### src/rtl/rmte_pkg.sv
// ----------------------------------------------------------------------------
// rmte_pkg
// Shared widths, latencies and the CORDIC angle table for the rotation
// matrix to ZYX Euler angle converter.
// ----------------------------------------------------------------------------
`default_nettype none

package rmte_pkg;

  // Matrix entries: signed Q2.16
  localparam int MAT_W    = 18;
  // atan2 operands: one extra bit so that a negated entry or sy fits
  localparam int OP_W     = MAT_W + 1;

  // Integer square root of r00^2 + r10^2
  localparam int SQ_W     = 2 * MAT_W;
  localparam int ROOT_W   = SQ_W / 2;
  localparam int REM_W    = ROOT_W + 3;
  localparam int SQRT_LAT = 2 + ROOT_W;  // multiply, sum, one stage per root bit

  // Vectoring CORDIC
  localparam int CORDIC_STAGES = 16;
  localparam int ANG_LEN       = 24;
  localparam int NST      = (CORDIC_STAGES < ANG_LEN) ? CORDIC_STAGES : ANG_LEN;
  localparam int SCALE_SH = 24;            // operands carry 24 guard bits
  localparam int CW       = OP_W + SCALE_SH + 3;  // room for the CORDIC gain
  localparam int ZW       = 32;            // 2^31 = pi
  localparam int ANG_W    = 16;
  localparam int CO_LAT   = NST + 2;       // prep, stages, rounding

  localparam logic [ZW-1:0] HALF_TURN = 32'h8000_0000;
  localparam logic [ZW-1:0] Z_ROUND   = 32'h0000_8000;

  // round(atan(2^-i) * 2^31 / pi)
  localparam logic [ZW-1:0] ANG_TAB [ANG_LEN] = '{
    32'h20000000, 32'h12E4051E, 32'h09FB385B, 32'h051111D4,
    32'h028B0D43, 32'h0145D7E1, 32'h00A2F61E, 32'h00517C55,
    32'h0028BE53, 32'h00145F2F, 32'h000A2F98, 32'h000517CC,
    32'h00028BE6, 32'h000145F3, 32'h0000A2FA, 32'h0000517D,
    32'h000028BE, 32'h0000145F, 32'h00000A30, 32'h00000518,
    32'h0000028C, 32'h00000146, 32'h000000A3, 32'h00000051
  };

  // Configuration
  localparam int              THR_W     = 17;
  localparam logic [THR_W-1:0] THR_RESET = 17'd1;
  localparam int              APB_AW    = 3;
  localparam int              APB_DW    = 32;
  localparam logic            REG_THR   = 1'b0;  // word index of the threshold

  // Total depth, input register to output register
  localparam int TOT_LAT = SQRT_LAT + CO_LAT + 3;

  typedef struct packed {
    logic signed [MAT_W-1:0] r22;
    logic signed [MAT_W-1:0] r21;
    logic signed [MAT_W-1:0] r20;
    logic signed [MAT_W-1:0] r12;
    logic signed [MAT_W-1:0] r11;
    logic signed [MAT_W-1:0] r10;
    logic signed [MAT_W-1:0] r00;
  } mat_t;

endpackage

`default_nettype wire

### src/rtl/rmte_cordic.sv
// ----------------------------------------------------------------------------
// rmte_cordic
// Pipelined vectoring CORDIC atan2(y, x) giving a 16-bit binary angle.
// ----------------------------------------------------------------------------
`default_nettype none

module rmte_cordic (
  input  logic                                clk,
  input  logic                                en,
  input  logic signed [rmte_pkg::OP_W-1:0]    y,
  input  logic signed [rmte_pkg::OP_W-1:0]    x,
  output logic signed [rmte_pkg::ANG_W-1:0]   ang
);
  import rmte_pkg::*;

  logic signed [CW-1:0] xe, ye;
  logic signed [CW-1:0] x_r [NST+1];
  logic signed [CW-1:0] y_r [NST+1];
  logic [ZW-1:0]        z_r [NST+1];
  logic                 zero_r [NST+1];
  logic [ZW-1:0]        z_rnd;
  logic signed [ANG_W-1:0] ang_r;

  assign xe = {{(CW-OP_W-SCALE_SH){x[OP_W-1]}}, x, {SCALE_SH{1'b0}}};
  assign ye = {{(CW-OP_W-SCALE_SH){y[OP_W-1]}}, y, {SCALE_SH{1'b0}}};

  // Left half plane: rotate by pi first
  always_ff @(posedge clk) begin
    if (en) begin
      zero_r[0] <= (x == '0) && (y == '0);
      if (x[OP_W-1]) begin
        x_r[0] <= -xe;
        y_r[0] <= -ye;
        z_r[0] <= HALF_TURN;
      end else begin
        x_r[0] <= xe;
        y_r[0] <= ye;
        z_r[0] <= '0;
      end
    end
  end

  for (genvar i = 0; i < NST; i++) begin : g_stage
    always_ff @(posedge clk) begin
      if (en) begin
        zero_r[i+1] <= zero_r[i];
        if (!y_r[i][CW-1]) begin
          x_r[i+1] <= x_r[i] + (y_r[i] >>> i);
          y_r[i+1] <= y_r[i] - (x_r[i] >>> i);
          z_r[i+1] <= z_r[i] + ANG_TAB[i];
        end else begin
          x_r[i+1] <= x_r[i] - (y_r[i] >>> i);
          y_r[i+1] <= y_r[i] + (x_r[i] >>> i);
          z_r[i+1] <= z_r[i] - ANG_TAB[i];
        end
      end
    end
  end

  assign z_rnd = z_r[NST] + Z_ROUND;

  always_ff @(posedge clk) begin
    if (en) begin
      ang_r <= zero_r[NST] ? '0 : signed'(z_rnd[ZW-1 -: ANG_W]);
    end
  end

  assign ang = ang_r;

endmodule

`default_nettype wire

### config.mk
export PLATFORM = sky130hd
export DESIGN_NAME = rmte_cordic
export DESIGN_NICKNAME = d
export VERILOG_FILES = /design/src/rtl/rmte_pkg.sv /design/src/rtl/rmte_cordic.sv
export SDC_FILE = /design/constraint.sdc
export NUM_CORES = 2
export LEC_CHECK = 0
export BUFFER_PORTS_ARGS = -buffer_cell sky130_fd_sc_hd__clkbuf_2
export CORE_MARGIN = 5
export CORE_UTILIZATION = 60
export DETAILED_ROUTE_END_ITERATION = 7
export PLACE_DENSITY = 0.72
export SYNTH_ARGS = -nofsm -noshare
export SYNTH_HDL_FRONTEND = slang
export SYNTH_SLANG_ARGS = --single-unit
### constraint.sdc
create_clock -name clk -period 13 [get_ports clk]
set_input_delay 1.3 -clock clk [delete_from_list [all_inputs] [get_ports clk]]
set_output_delay 1.3 -clock clk [all_outputs]
set_load 0.02 [all_outputs]
== Yosys cells after proc, flatten, opt, wreduce, memory -nomap -nowiden ==
Memories as Yosys holds them, arrays and structs flattened.
Cells that the tools add are included.
Storage, ports and cells
  RAM bits: 2125
  bits in registers: 16
  output and inout port bits: 16
  memories: 4
Cells by class
  bitwise gates (word level): 51
  mux-type cells: 155
  $add $sub $neg: 98
  reduce and logical (&&, ||, !) cells: 3
Memories
  x_r: depth 17, width 46, rd ports 16, clocked after Yosys merged registers in 0, write ports 17, RTL line rmte_cordic.sv:17  | logic signed [CW-1:0] x_r [NST+1];
  y_r: depth 17, width 46, rd ports 16, clocked after Yosys merged registers in 0, write ports 17, RTL line rmte_cordic.sv:18  | logic signed [CW-1:0] y_r [NST+1];
  z_r: depth 17, width 32, rd ports 17, clocked after Yosys merged registers in 0, write ports 17, RTL line rmte_cordic.sv:19  | logic [ZW-1:0] z_r [NST+1];
  zero_r: depth 17, width 1, rd ports 17, clocked after Yosys merged registers in 0, write ports 17, RTL line rmte_cordic.sv:20  | logic zero_r [NST+1];
Operators by type and width (number)
  two-way mux 46 bit: 34
  two-way mux 32 bit: 17
  two-way mux 1 bit: 104
  adder 46 x 31 -> 46 bit: 2
  adder 46 x 32 -> 46 bit: 2
  adder 46 x 33 -> 46 bit: 2
  adder 46 x 34 -> 46 bit: 2
  adder 46 x 35 -> 46 bit: 2
  adder 46 x 36 -> 46 bit: 2
  adder 46 x 37 -> 46 bit: 2
  adder 46 x 38 -> 46 bit: 2
  adder 46 x 39 -> 46 bit: 2
  adder 46 x 40 -> 46 bit: 2
  adder 46 x 41 -> 46 bit: 2
  adder 46 x 42 -> 46 bit: 2
  adder 46 x 43 -> 46 bit: 2
  adder 46 x 44 -> 46 bit: 2
  adder 46 x 45 -> 46 bit: 2
  negator 43 -> 46 bit: 2
  subtractor 46 x 31 -> 46 bit: 2
  subtractor 46 x 32 -> 46 bit: 2
  subtractor 46 x 33 -> 46 bit: 2
  subtractor 46 x 34 -> 46 bit: 2
  subtractor 46 x 35 -> 46 bit: 2
  47 further kinds: 110

== Depth between registers and ports, before layout ==
An unclocked memory read counts as a cell.
  depth in word-level cells: 5
  mapped depth: 25
  gate-level depth less buffers: 25

== Worst setup path before layout ==
No wires, ideal clock.
  path kind: input -> register
  from: in en
  to: mem x_r[13][43] (netlist name), data pin
  setup time: 272 ps
  data arrival time: 5861 ps
  stages on the path: 20
  setup slack: 6867 ps
  path buffers: 4
  cells stage by stage: buf_4 buf_2 buf_1 nand2_1 inv_1 buf_1 nor2_1 xnor2_1 ha_1 o21ai_0 a21boi_1 o41ai_1 o21ai_1 a21oi_1 o31ai_1 a221oi_1 o2111ai_1 a31o_2 mux2i_1 or4_1
RTL lines
  from (decl): RTL line rmte_cordic.sv:9  | input logic en,
  to (decl): RTL line rmte_cordic.sv:17

==> results.yml <==
worst_setup_path:
  startpoint: "en"
  cp_max_fo: 81
  rrSetupSlack_ns: 6.08
  crit_required_ns: 13.57
  cp-start-kind: "input pin"
  rr_startpoint: "y_r[12][15]"
  worstPathArrival_ns: 7.83
  worstSetupPathType: "input pin to flop"
  crit_path_end_kind: "flop"
global_routing:
  overflow: 0
  grt_use_total_pct: 30.93
  grt_pass1_wl_mm: 586.9
  grt_max_degree: 169
  first_global_vias: 105388
  grt_antenna_before_repair: 6
synth:
  ys_seq_area_share_pct: 34.44
  yosysTopAreaCell: "edfxtp_1"
  synth-edff-count: 1547
  syn_avg_cell_area_um2: 9.462
  synth_area_um2: 134900
  syn_inst: 14257
  synth_warnings: 0
  ys_ff_latch: 1547
  synth_top_area_share_pct: 34.44
  synthFlopType: "edfxtp_1"
  synth.area.top_cells: "edfxtp_1 34%, ha_1 15%, xnor2_1 8.7%"
  synthArstFlopShare_pct: 0
  syn_nets: 15902
  synth_cell_types: 106
clock_network:
  cts-root-buf: "clkbuf_16"
  cts_tree: "built"
  clkTransAtPathRegs_ns: 0.06
  cts_buffer_depth: 3
  cts-htree-levels: 4
  worstSkewPairLatency_ns: 0.84
  cts_setup_buffers: 0
  cts_hold_buffers: 0
  cts_resized: 0
  cts_buffers: 176
  cts.sinks: 1547
route:
  via_per_inst: 6.321
  via_count: 109943
  wl_per_cell_um: 21.74
  drtIter0Drc: 9490
  antenna_left: 0
  dr.pass1.iters: 6
  drc: 0
  drt_wl_total_mm: 378.2
floorplanning:
  dieArea_um2: 234400
  core_area_um2: 224200
  rows: 174
  start_util_pct: 60.16
  dieWidth_um: 484.2
  io_pins: 56
  die_h_um: 484.2
finish:
  fill_cells: 18211
  multiInputGateArea_um2: 85260
  final_common_cell: "ha_1"
  layout.nets: 15894
  syn_to_final_growth_pct: 6.945
  layout-drive-gt1-share_pct: 3.959
  layout_common_cells: "1573 x ha_1, 1547 x edfxtp_1, 1393 x a21oi_1"
  ff_latch_area_um2: 46450
placed_design:
  place.gp.congestion: 1.004
  dpl.hpwl_mm: 301.9
  port_buffers: 55
timing:
  fmax_mhz: 137.9
  period_needed_ns: 7.254
  worstMarginPinSlew_ns: 1.171
  skew_ns: 0.03959
  layout_worst_path_cycle_share_pct: 55.80
  slew_violations: 0
  grt_setup_unrepaired: "no"
  setup_viol: 0
  slew_headroom_pct: 21.23
  hold_viol_final: 0
  finalSetupTns_ns: 0
outcome:
  outcome: "finished clean"
worst_hold_path:
  min_from: "zero_r[0][1]"
  hp-class: "flop to flop"
run:
  max_cap_viol_count: 0
-- sequential cells by signal (all words and copies together) (netlist names) --
register and count:
ang 16, z_r 426, x_r 539, zero_r 17
y_r 549
-- critical path: stages --
cell and delay [ns]:
buf_12 0.28, buf_4 0.73, buf_4 0.60, nand2_4 0.24, inv_1 0.60, buf_4 0.44, a21oi_1 0.10, xnor2_1 0.15
ha_1 0.36, and3_1 0.23, and3_1 0.18, nand4_1 0.12, a31oi_1 0.12, o22a_1 0.22, a31oi_1 0.45, o21ai_1 0.16
a211oi_1 0.63, nor2_1 0.22, a221oi_2 0.34, xnor2_1 0.09
-- path summary, 6_finish.rpt --
kind             endpoint  cells after the start
min          zero_r[0][2]                      0
max reg2reg   x_r[13][43]                     17
max            x_r[6][43]                     20
min reg2reg  zero_r[0][2]                      0
-- synth_stat cells (all sizes together), types with 49 or more instances --
cell	number
ha	1573
edfxtp	1547
a21oi	1393
xnor2	1340
nor2	1010
nand2	954
o21ai	865
xor2	774
a21o	719
inv	542
nor3	318
clkbuf	257
nand3	246
nand2b	220
o31ai	204
nor2b	196
o21bai	192
o21a	175
nand4	140
a31oi	135
and3	123
nor4	121
or3	111
o41ai	97
a211oi	83
and2	80
or4	68
or2	60
a21boi	49
-- per-layer routing --
metal | track usage (%) | share of wire, %
met1 | 40.33 | 42
met2 | 52.20 | 47
met3 | 4.119 | 6.1
met4 | 12.38 | 4.6
met5 | 0.04082 | 0.0024
-- through the flow --
step / hold WS (ns) / utilization [%] / setup WS (ns) / instances / area, µm²
floorplan: 0.4003 / - / 6.867 / 14257 / 134900
global placement: 0.4030 / 61.66 / 5.193 / 17063 / 138300
detailed placement: 0.4070 / 61.66 / 5.072 / 17063 / 138300
CTS: 0.4124 / 64.33 / 5.945 / 17390 / 144300
global route: 0.4167 / 64.33 / 5.421 / 17391 / 144300
finish: 0.4131 / 64.33 / 5.746 / 17392 / 144300
-- final cells by class --
type | count | area share, %
multi-input cells | 11866 | 59.10
flip-flops and latches | 1547 | 32.20
clock buffers | 198 | 3.110
well taps | 2992 | 2.595
inverters | 546 | 1.421
clock inverters | 129 | 1.044
repair buffers | 112 | 0.5239
diodes | 2 | 0.003469
-- logic make-up (layout without fill, tap and decap cells) --
| logic type | count (synthesis) | after routing | share of synthesized area (%) |
|---|---|---|---|
| compound gates | 4323 | 4323 | 20.34 |
| simple gates | 3768 | 3768 | 13.63 |
| xor+xnor | 2114 | 2114 | 13.73 |
| fa+ha+maj | 1605 | 1605 | 15.07 |
| flops | 1547 | 1547 | 34.44 |
| buf+inv | 844 | 985 | 2.365 |
| mux | 56 | 56 | 0.4387 |
| other cells | 0 | 2 | 0 |
Power is left out: the tool's default activity adds up to more than one toggle a clock period on the data nets, which glitch-free logic cannot reach.
