[config.mk]
export PLATFORM = sky130hd
export DESIGN_NAME = rmte_sqrt
export DESIGN_NICKNAME = d
export VERILOG_FILES = /design/src/rtl/rmte_pkg.sv /design/src/rtl/rmte_sqrt.sv
export SDC_FILE = /design/constraint.sdc
export NUM_CORES = 2
export LEC_CHECK = 0
export BUFFER_PORTS_ARGS = -buffer_cell sky130_fd_sc_hd__buf_2
export CAP_MARGIN = 30
export CORE_MARGIN = 8
export CORE_UTILIZATION = 35
export DETAILED_ROUTE_END_ITERATION = 10
export GPL_TIMING_DRIVEN = 0
export HOLD_SLACK_MARGIN = 0.02
export PLACE_DENSITY_LB_ADDON = 0.12
export SLEW_MARGIN = 10
export SYNTH_ARGS = -nofsm -noshare
export SYNTH_HDL_FRONTEND = slang
export SYNTH_SLANG_ARGS = --single-unit
[constraint.sdc]
create_clock -name clk -period 6.5 [get_ports clk]
set_clock_uncertainty 0.2 [all_clocks]
set_input_delay 0.325 -clock clk [delete_from_list [all_inputs] [get_ports clk]]
set_output_delay 0.325 -clock clk [all_outputs]
set_load 0.01 [all_outputs]
[src/rtl/rmte_pkg.sv]
// ----------------------------------------------------------------------------
// rmte_pkg
// Shared widths, latencies and the CORDIC angle table for the rotation
// matrix to ZYX Euler angle converter.
// ----------------------------------------------------------------------------
`default_nettype none

package rmte_pkg;

  // Matrix entries: signed Q2.16
  localparam int MAT_W    = 18;
  // atan2 operands: one extra bit so that a negated entry or sy fits
  localparam int OP_W     = MAT_W + 1;

  // Integer square root of r00^2 + r10^2
  localparam int SQ_W     = 2 * MAT_W;
  localparam int ROOT_W   = SQ_W / 2;
  localparam int REM_W    = ROOT_W + 3;
  localparam int SQRT_LAT = 2 + ROOT_W;  // multiply, sum, one stage per root bit

  // Vectoring CORDIC
  localparam int CORDIC_STAGES = 16;
  localparam int ANG_LEN       = 24;
  localparam int NST      = (CORDIC_STAGES < ANG_LEN) ? CORDIC_STAGES : ANG_LEN;
  localparam int SCALE_SH = 24;            // operands carry 24 guard bits
  localparam int CW       = OP_W + SCALE_SH + 3;  // room for the CORDIC gain
  localparam int ZW       = 32;            // 2^31 = pi
  localparam int ANG_W    = 16;
  localparam int CO_LAT   = NST + 2;       // prep, stages, rounding

  localparam logic [ZW-1:0] HALF_TURN = 32'h8000_0000;
  localparam logic [ZW-1:0] Z_ROUND   = 32'h0000_8000;

  // round(atan(2^-i) * 2^31 / pi)
  localparam logic [ZW-1:0] ANG_TAB [ANG_LEN] = '{
    32'h20000000, 32'h12E4051E, 32'h09FB385B, 32'h051111D4,
    32'h028B0D43, 32'h0145D7E1, 32'h00A2F61E, 32'h00517C55,
    32'h0028BE53, 32'h00145F2F, 32'h000A2F98, 32'h000517CC,
    32'h00028BE6, 32'h000145F3, 32'h0000A2FA, 32'h0000517D,
    32'h000028BE, 32'h0000145F, 32'h00000A30, 32'h00000518,
    32'h0000028C, 32'h00000146, 32'h000000A3, 32'h00000051
  };

  // Configuration
  localparam int              THR_W     = 17;
  localparam logic [THR_W-1:0] THR_RESET = 17'd1;
  localparam int              APB_AW    = 3;
  localparam int              APB_DW    = 32;
  localparam logic            REG_THR   = 1'b0;  // word index of the threshold

  // Total depth, input register to output register
  localparam int TOT_LAT = SQRT_LAT + CO_LAT + 3;

  typedef struct packed {
    logic signed [MAT_W-1:0] r22;
    logic signed [MAT_W-1:0] r21;
    logic signed [MAT_W-1:0] r20;
    logic signed [MAT_W-1:0] r12;
    logic signed [MAT_W-1:0] r11;
    logic signed [MAT_W-1:0] r10;
    logic signed [MAT_W-1:0] r00;
  } mat_t;

endpackage

`default_nettype wire

[src/rtl/rmte_sqrt.sv]
// ----------------------------------------------------------------------------
// rmte_sqrt
// Pipelined floor(sqrt(r00^2 + r10^2)), one root bit per stage.
// ----------------------------------------------------------------------------
`default_nettype none

module rmte_sqrt (
  input  logic                                 clk,
  input  logic                                 en,
  input  logic signed [rmte_pkg::MAT_W-1:0]    r00,
  input  logic signed [rmte_pkg::MAT_W-1:0]    r10,
  output logic        [rmte_pkg::ROOT_W-1:0]   sy
);
  import rmte_pkg::*;

  logic signed [SQ_W-1:0] p0_r, p1_r;
  logic [REM_W-1:0]  rem_r  [ROOT_W+1];
  logic [ROOT_W-1:0] root_r [ROOT_W+1];
  logic [SQ_W-1:0]   rad_r  [ROOT_W+1];

  always_ff @(posedge clk) begin
    if (en) begin
      p0_r      <= r00 * r00;
      p1_r      <= r10 * r10;
      rem_r[0]  <= '0;
      root_r[0] <= '0;
      rad_r[0]  <= SQ_W'(unsigned'(p0_r)) + SQ_W'(unsigned'(p1_r));
    end
  end

  for (genvar k = 0; k < ROOT_W; k++) begin : g_stage
    logic [REM_W-1:0] cur;
    logic [REM_W-1:0] trial;

    assign cur   = {rem_r[k][REM_W-3:0], rad_r[k][SQ_W-1 -: 2]};
    assign trial = REM_W'({root_r[k], 2'b01});

    always_ff @(posedge clk) begin
      if (en) begin
        rad_r[k+1] <= {rad_r[k][SQ_W-3:0], 2'b00};
        if (cur >= trial) begin
          rem_r[k+1]  <= cur - trial;
          root_r[k+1] <= {root_r[k][ROOT_W-2:0], 1'b1};
        end else begin
          rem_r[k+1]  <= cur;
          root_r[k+1] <= {root_r[k][ROOT_W-2:0], 1'b0};
        end
      end
    end
  end

  assign sy = root_r[ROOT_W];

endmodule

`default_nettype wire

### Word-level counts from Yosys, hierarchy flattened

Memory sizes are Yosys's and may differ from the RTL's.
Index checks and enable logic that the tools add are counted.

* add/sub/neg operators: 19
* mux-type cells: 146
* bitwise logic cells: 36
* multipliers: 2
* $lt $le $gt $ge: 18

Operators by type and width (number)
* 21-bit by 20-bit greater-or-equal comparator with 1-bit output: 18
* 21-bit 2-to-1 mux: 18
* 21-bit by 20-bit subtractor with 21-bit output: 18
* 18-bit 2-to-1 mux: 18
* 1-bit 2-to-1 mux: 110
* 18-bit by 18-bit multiplier with 36-bit output: 2
* 36-bit adder: 1
* 1-bit bitwise OR: 36

* output and inout port bits: 18
* logic and storage cells: 226
* bits in writable memories: 1425
* register bits: 72
* memories kept: 3
* bits of input ports: 38

Memories
* rad_r: depth 19, width 36, rd ports 18, clocked after memory_dff 0, wr ports 19, RTL line rmte_sqrt.sv:19 `logic [SQ_W-1:0] rad_r [ROOT_W+1];`
* rem_r: depth 19, width 21, rd ports 18, clocked after memory_dff 0, wr ports 19, RTL line rmte_sqrt.sv:17 `logic [REM_W-1:0] rem_r [ROOT_W+1];`
* root_r: depth 19, width 18, rd ports 19, clocked after memory_dff 0, wr ports 19, RTL line rmte_sqrt.sv:18 `logic [ROOT_W-1:0] root_r [ROOT_W+1];`

### Logic depth before layout (Yosys ltp)

An unclocked memory read counts as a cell.

* depth in word-level cells: 6
* depth in mapped cells: 27
* mapped depth without buffers: 24

### Least setup slack after synthesis

OpenSTA, ideal clock, no wires.

* path kind: input-to-reg
* start point: input r10[15] (netlist name)
* end point: register p1_r[32] (data pin)
* setup time: 0.273 ns
* data arrival time: 6.061 ns
* slack: -0.034 ns
* stages: 24
* buffers on the path: 2
* data required time: 6.027 ns
* cell sequence: clkbuf_1 clkbuf_1 nand2_1 fa_1 inv_1 fa_1 inv_1 fa_1 fa_1 inv_1 fa_1 inv_1 fa_1 inv_1 ha_1 a21oi_1 nor2_1 a2111oi_0 o21ai_0 a21oi_1 o21ai_1 a221oi_2 mux2i_1 o2111ai_1

* cells in the longest elaborated chain, start to end: 1

RTL lines
* start: declaration: RTL line rmte_sqrt.sv:11 `input logic signed [rmte_pkg::MAT_W-1:0] r10,`
* 18-bit by 18-bit multiplier with 36-bit output: RTL line rmte_sqrt.sv:24 `p1_r <= r10 * r10;`
* end signal: assignment: RTL line rmte_sqrt.sv:24
* end: declaration: RTL line rmte_sqrt.sv:16 `logic signed [SQ_W-1:0] p0_r, p1_r;`

No other way between the ends.
A chain may end at the register's enable or synchronous reset.

### Worst setup path after layout

* start point: input r00[15] (netlist name)
* end point: register p0_r[34] (data pin)

* cells in the longest elaborated chain, start to end: 1

RTL lines
* start: declaration: RTL line rmte_sqrt.sv:10 `input logic signed [rmte_pkg::MAT_W-1:0] r00,`
* 18-bit by 18-bit multiplier with 36-bit output: RTL line rmte_sqrt.sv:23 `p0_r <= r00 * r00;`
* end signal: assignment: RTL line rmte_sqrt.sv:23
* end: declaration: RTL line rmte_sqrt.sv:16

No other way between the ends.

==> qor_table.md <==
| Quantity | Reported |
| --- | --- |
| Max capacitance violation total | 0 |
| FF-to-FF setup slack | 2.56 ns |
| Final WL | 137000 um |
| Cell Rows | 154 |
| Wire length per cell | 17.2 um |
| Data required time of the critical path | 6.72 ns |
| Period utilization | 97.2% |
| Outcome | finished clean |
| Number of synthesized flops with an enable pin | 883 |
| # port buffers | 48 |
| Die Height | 437 um |
| Clock tree from TritonCTS | yes |
| Post-synth cell types | 79 |
| Setup slack after layout | 0.183 ns |
| Average vias per placed instance | 4.68 |
| DRC violation count after routing | 0 |
| Antenna Nets Post-Route | 0 |
| Die Outline Area | 0.191 sq mm |
| Max Clk Rate | 158 MHz |
| Post-synthesis net count | 6440 |
| Cell taking the most area after synthesis | edfxtp_1 |
| Final number of max-transition violations | 0 |
| Cell total after placement | 7781 |
| Starting density of the core | 35.2% |
| Area fraction of the dominant cell type after synthesis | 42.8% |
| Core area | 0.176 sq mm |
| Max-slew headroom | 44.9% |
| Global routing usage summed across all routing layers | 14.3% |
| Layout Area Growth over Synthesis | 11.4% |
| Cell area after synthesis | 0.0620 sq mm |
| Largest net degree at the start of global routing | 117 |
| Ports | 56 |
| Max Buffers Root-to-Sink | 3 |
| Root Buffer Master | clkbuf_16 |
| Min Hold Slack | 0.0975 ns |
| Post-route insts no fill | 7972 |
| Post-Syn Area per Cell | 11.5 sq um |
| Fin util | 39.2% |
| Part of the Yosys area used for sequential elements | 42.8% |
| Pre-antenna DRT Iters | 7 |
| Total overflow reported by the global router | 0 |
| Clock buffer count from CTS | 100 |
| Number of storage elements in the synthesis netlist | 884 |
| Slew of the pin with the lowest slew margin | 0.826 ns |
| Clk slew on worst S/H paths | 0.06 ns |
| Count of vias placed by the detailed router | 37300 |
| Layout cells sized above 1 | 6.96% |
| Kind of critical path | in -> reg |
| Biggest fanout along the worst timing path | 10 |
| Clock latency on the worst-skew pair | 0.70 ns |
| Initial antenna violation count | 2 |
| Setup-failing EPs final | 0 |
| Final HPWL from detailed placement | 109000 um |
| Clock net sink count | 884 |
| Vias in the first global route | 39300 |
| Share of flip-flops with an asynchronous set or reset after synthesis | 0% |
| Most frequent standard cell in the layout excluding fill and tap cells | inv_1 |
| Die width | 437 um |
| Biggest area contributors in the synthesized netlist | edfxtp_1 43%, fa_1 19%, ha_1 8.8% |
| Routability congestion estimate | 0.842 |
| Synthesis warning total | 0 |
| Final critical-path required period | 6.32 ns |
| Layout Nets | 6607 |
| Class of the tightest hold or removal check | in -> reg |
| CP Data Arrival Time | 6.54 ns |
| Type of origin of the critical path | input pin |
| CP endpoint kind | register |
| Wire length of the first global-routing pass | 218000 um |
| Iter 0 DRT Violations | 1708 |
| Synthesized netlist cell count | 5381 |
| Final hold viol count | 0 |
| Worst slack after detailed placement | -1.86 ns |
| Most common flop cell mapped by yosys | edfxtp_1 |
| Number of H-tree levels | 3 |
| Commonest non-fill, non-tap cells in the layout | 1047 x inv_1, 883 x edfxtp_1, 585 x fa_1, 432 x ha_1, 366 x nand2_1 |
cells by family (layout without fill, tap and decap cells):
logic type               after synthesis  count (layout)  share of synthesized area [%]
other                                  0               2                              0
adder cells (fa/ha/maj)             1021            1021                           27.7
buffers and inverters               1173            1422                           7.13
flip-flops                           884             884                           42.8
multiplexers                          60              60                           1.07
AO/OA/AOI/OAI                        717             717                           7.30
AND/OR/NAND/NOR                     1197            1197                           9.38
XOR/XNOR                             329             329                           4.65
routing by layer:
metal	global-route usage [%]	wire length (um)	vias up
met5	0	0	-
met4	4.17	3610	0
met2	25.6	69400	475
met3	1.84	4130	163
li1	-	-	18200
met1	18.0	59600	18400
cell usage after synthesis, drive strengths merged (10+ instances only):
| cell | n |
|---|---|
| a211oi | 17 |
| a21boi | 13 |
| a21o | 76 |
| a21oi | 236 |
| a31oi | 21 |
| and2 | 101 |
| and3 | 20 |
| buf | 11 |
| clkbuf | 111 |
| edfxtp | 883 |
| fa | 586 |
| ha | 435 |
| inv | 1051 |
| mux2 | 50 |
| mux2i | 10 |
| nand2 | 367 |
| nand2b | 65 |
| nand3 | 58 |
| nand3b | 11 |
| nand4 | 35 |
| nor2 | 276 |
| nor2b | 55 |
| nor3 | 78 |
| nor4 | 20 |
| nor4b | 14 |
| o211ai | 11 |
| o21a | 67 |
| o21ai | 153 |
| o21bai | 25 |
| o31ai | 17 |
| or2 | 18 |
| or3 | 51 |
| xnor2 | 207 |
| xor2 | 122 |
flip-flops by register name (all words and copies together) (netlist names):
| signal | count |
|---|---|
| rem_r | 301 |
| rad_r | 342 |
| p0_r | 35 |
| root_r | 171 |
| p1_r | 35 |
area by class of cell:
class,count,area (sq um)
inverter,1051,3960
buffer,114,663
multi-input combinational,3324,31200
timing repair buffer,73,598
fill,17200,107000
clock buffer,120,2580
antenna,2,5.00
clock inverter,64,637
tap,2340,2930
sequential,884,26500
worst max-delay path: stages:
cell and delay (ns):
buf_2 0.27, clkbuf_2 0.36, nand2_1 0.17, fa_1 0.50
fa_1 0.51, fa_1 0.52, inv_1 0.06, fa_1 0.49
fa_1 0.52, inv_1 0.05, fa_1 0.54, inv_1 0.06
ha_1 0.33, a21oi_1 0.21, nor2b_1 0.07, o21a_1 0.20
or3_1 0.40, o21bai_4 0.18, a21oi_1 0.12, a311o_1 0.37
a21oi_1 0.17, xnor2_1 0.10
path summary, 6_finish.rpt:
| check | startpoint | to | depth (start not counted) |
|---|---|---|---|
| max | r00[15] | p0_r[34] | 22 |
| min | r00[1] | p0_r[2] | 2 |
| max reg2reg | root_r[6][0] | rem_r[13][3] | 11 |
| min reg2reg | rad_r[6][16] | rad_r[7][18] | 0 |
stage by stage:
step	TNS, ns	cell area (sq um)
detailed placement	-44.41	65400
CTS	0	68800
floorplan	0	62000
finish	0	69100
global placement	-3569.16	65200
global route	-0.0207	69100
timing repair:
item | CTS | global route
setup buffers | 2 | 5
hold buffers | 4 | 0
resized for setup | 81 | 85
setup endpoints to repair | 32 | 17
pin swaps | 1 | 2
endpoints found under the hold margin | 63 | 0
Power is not shown: default switching activity piles up to over one toggle a cycle in this logic, so the estimate is an artifact.
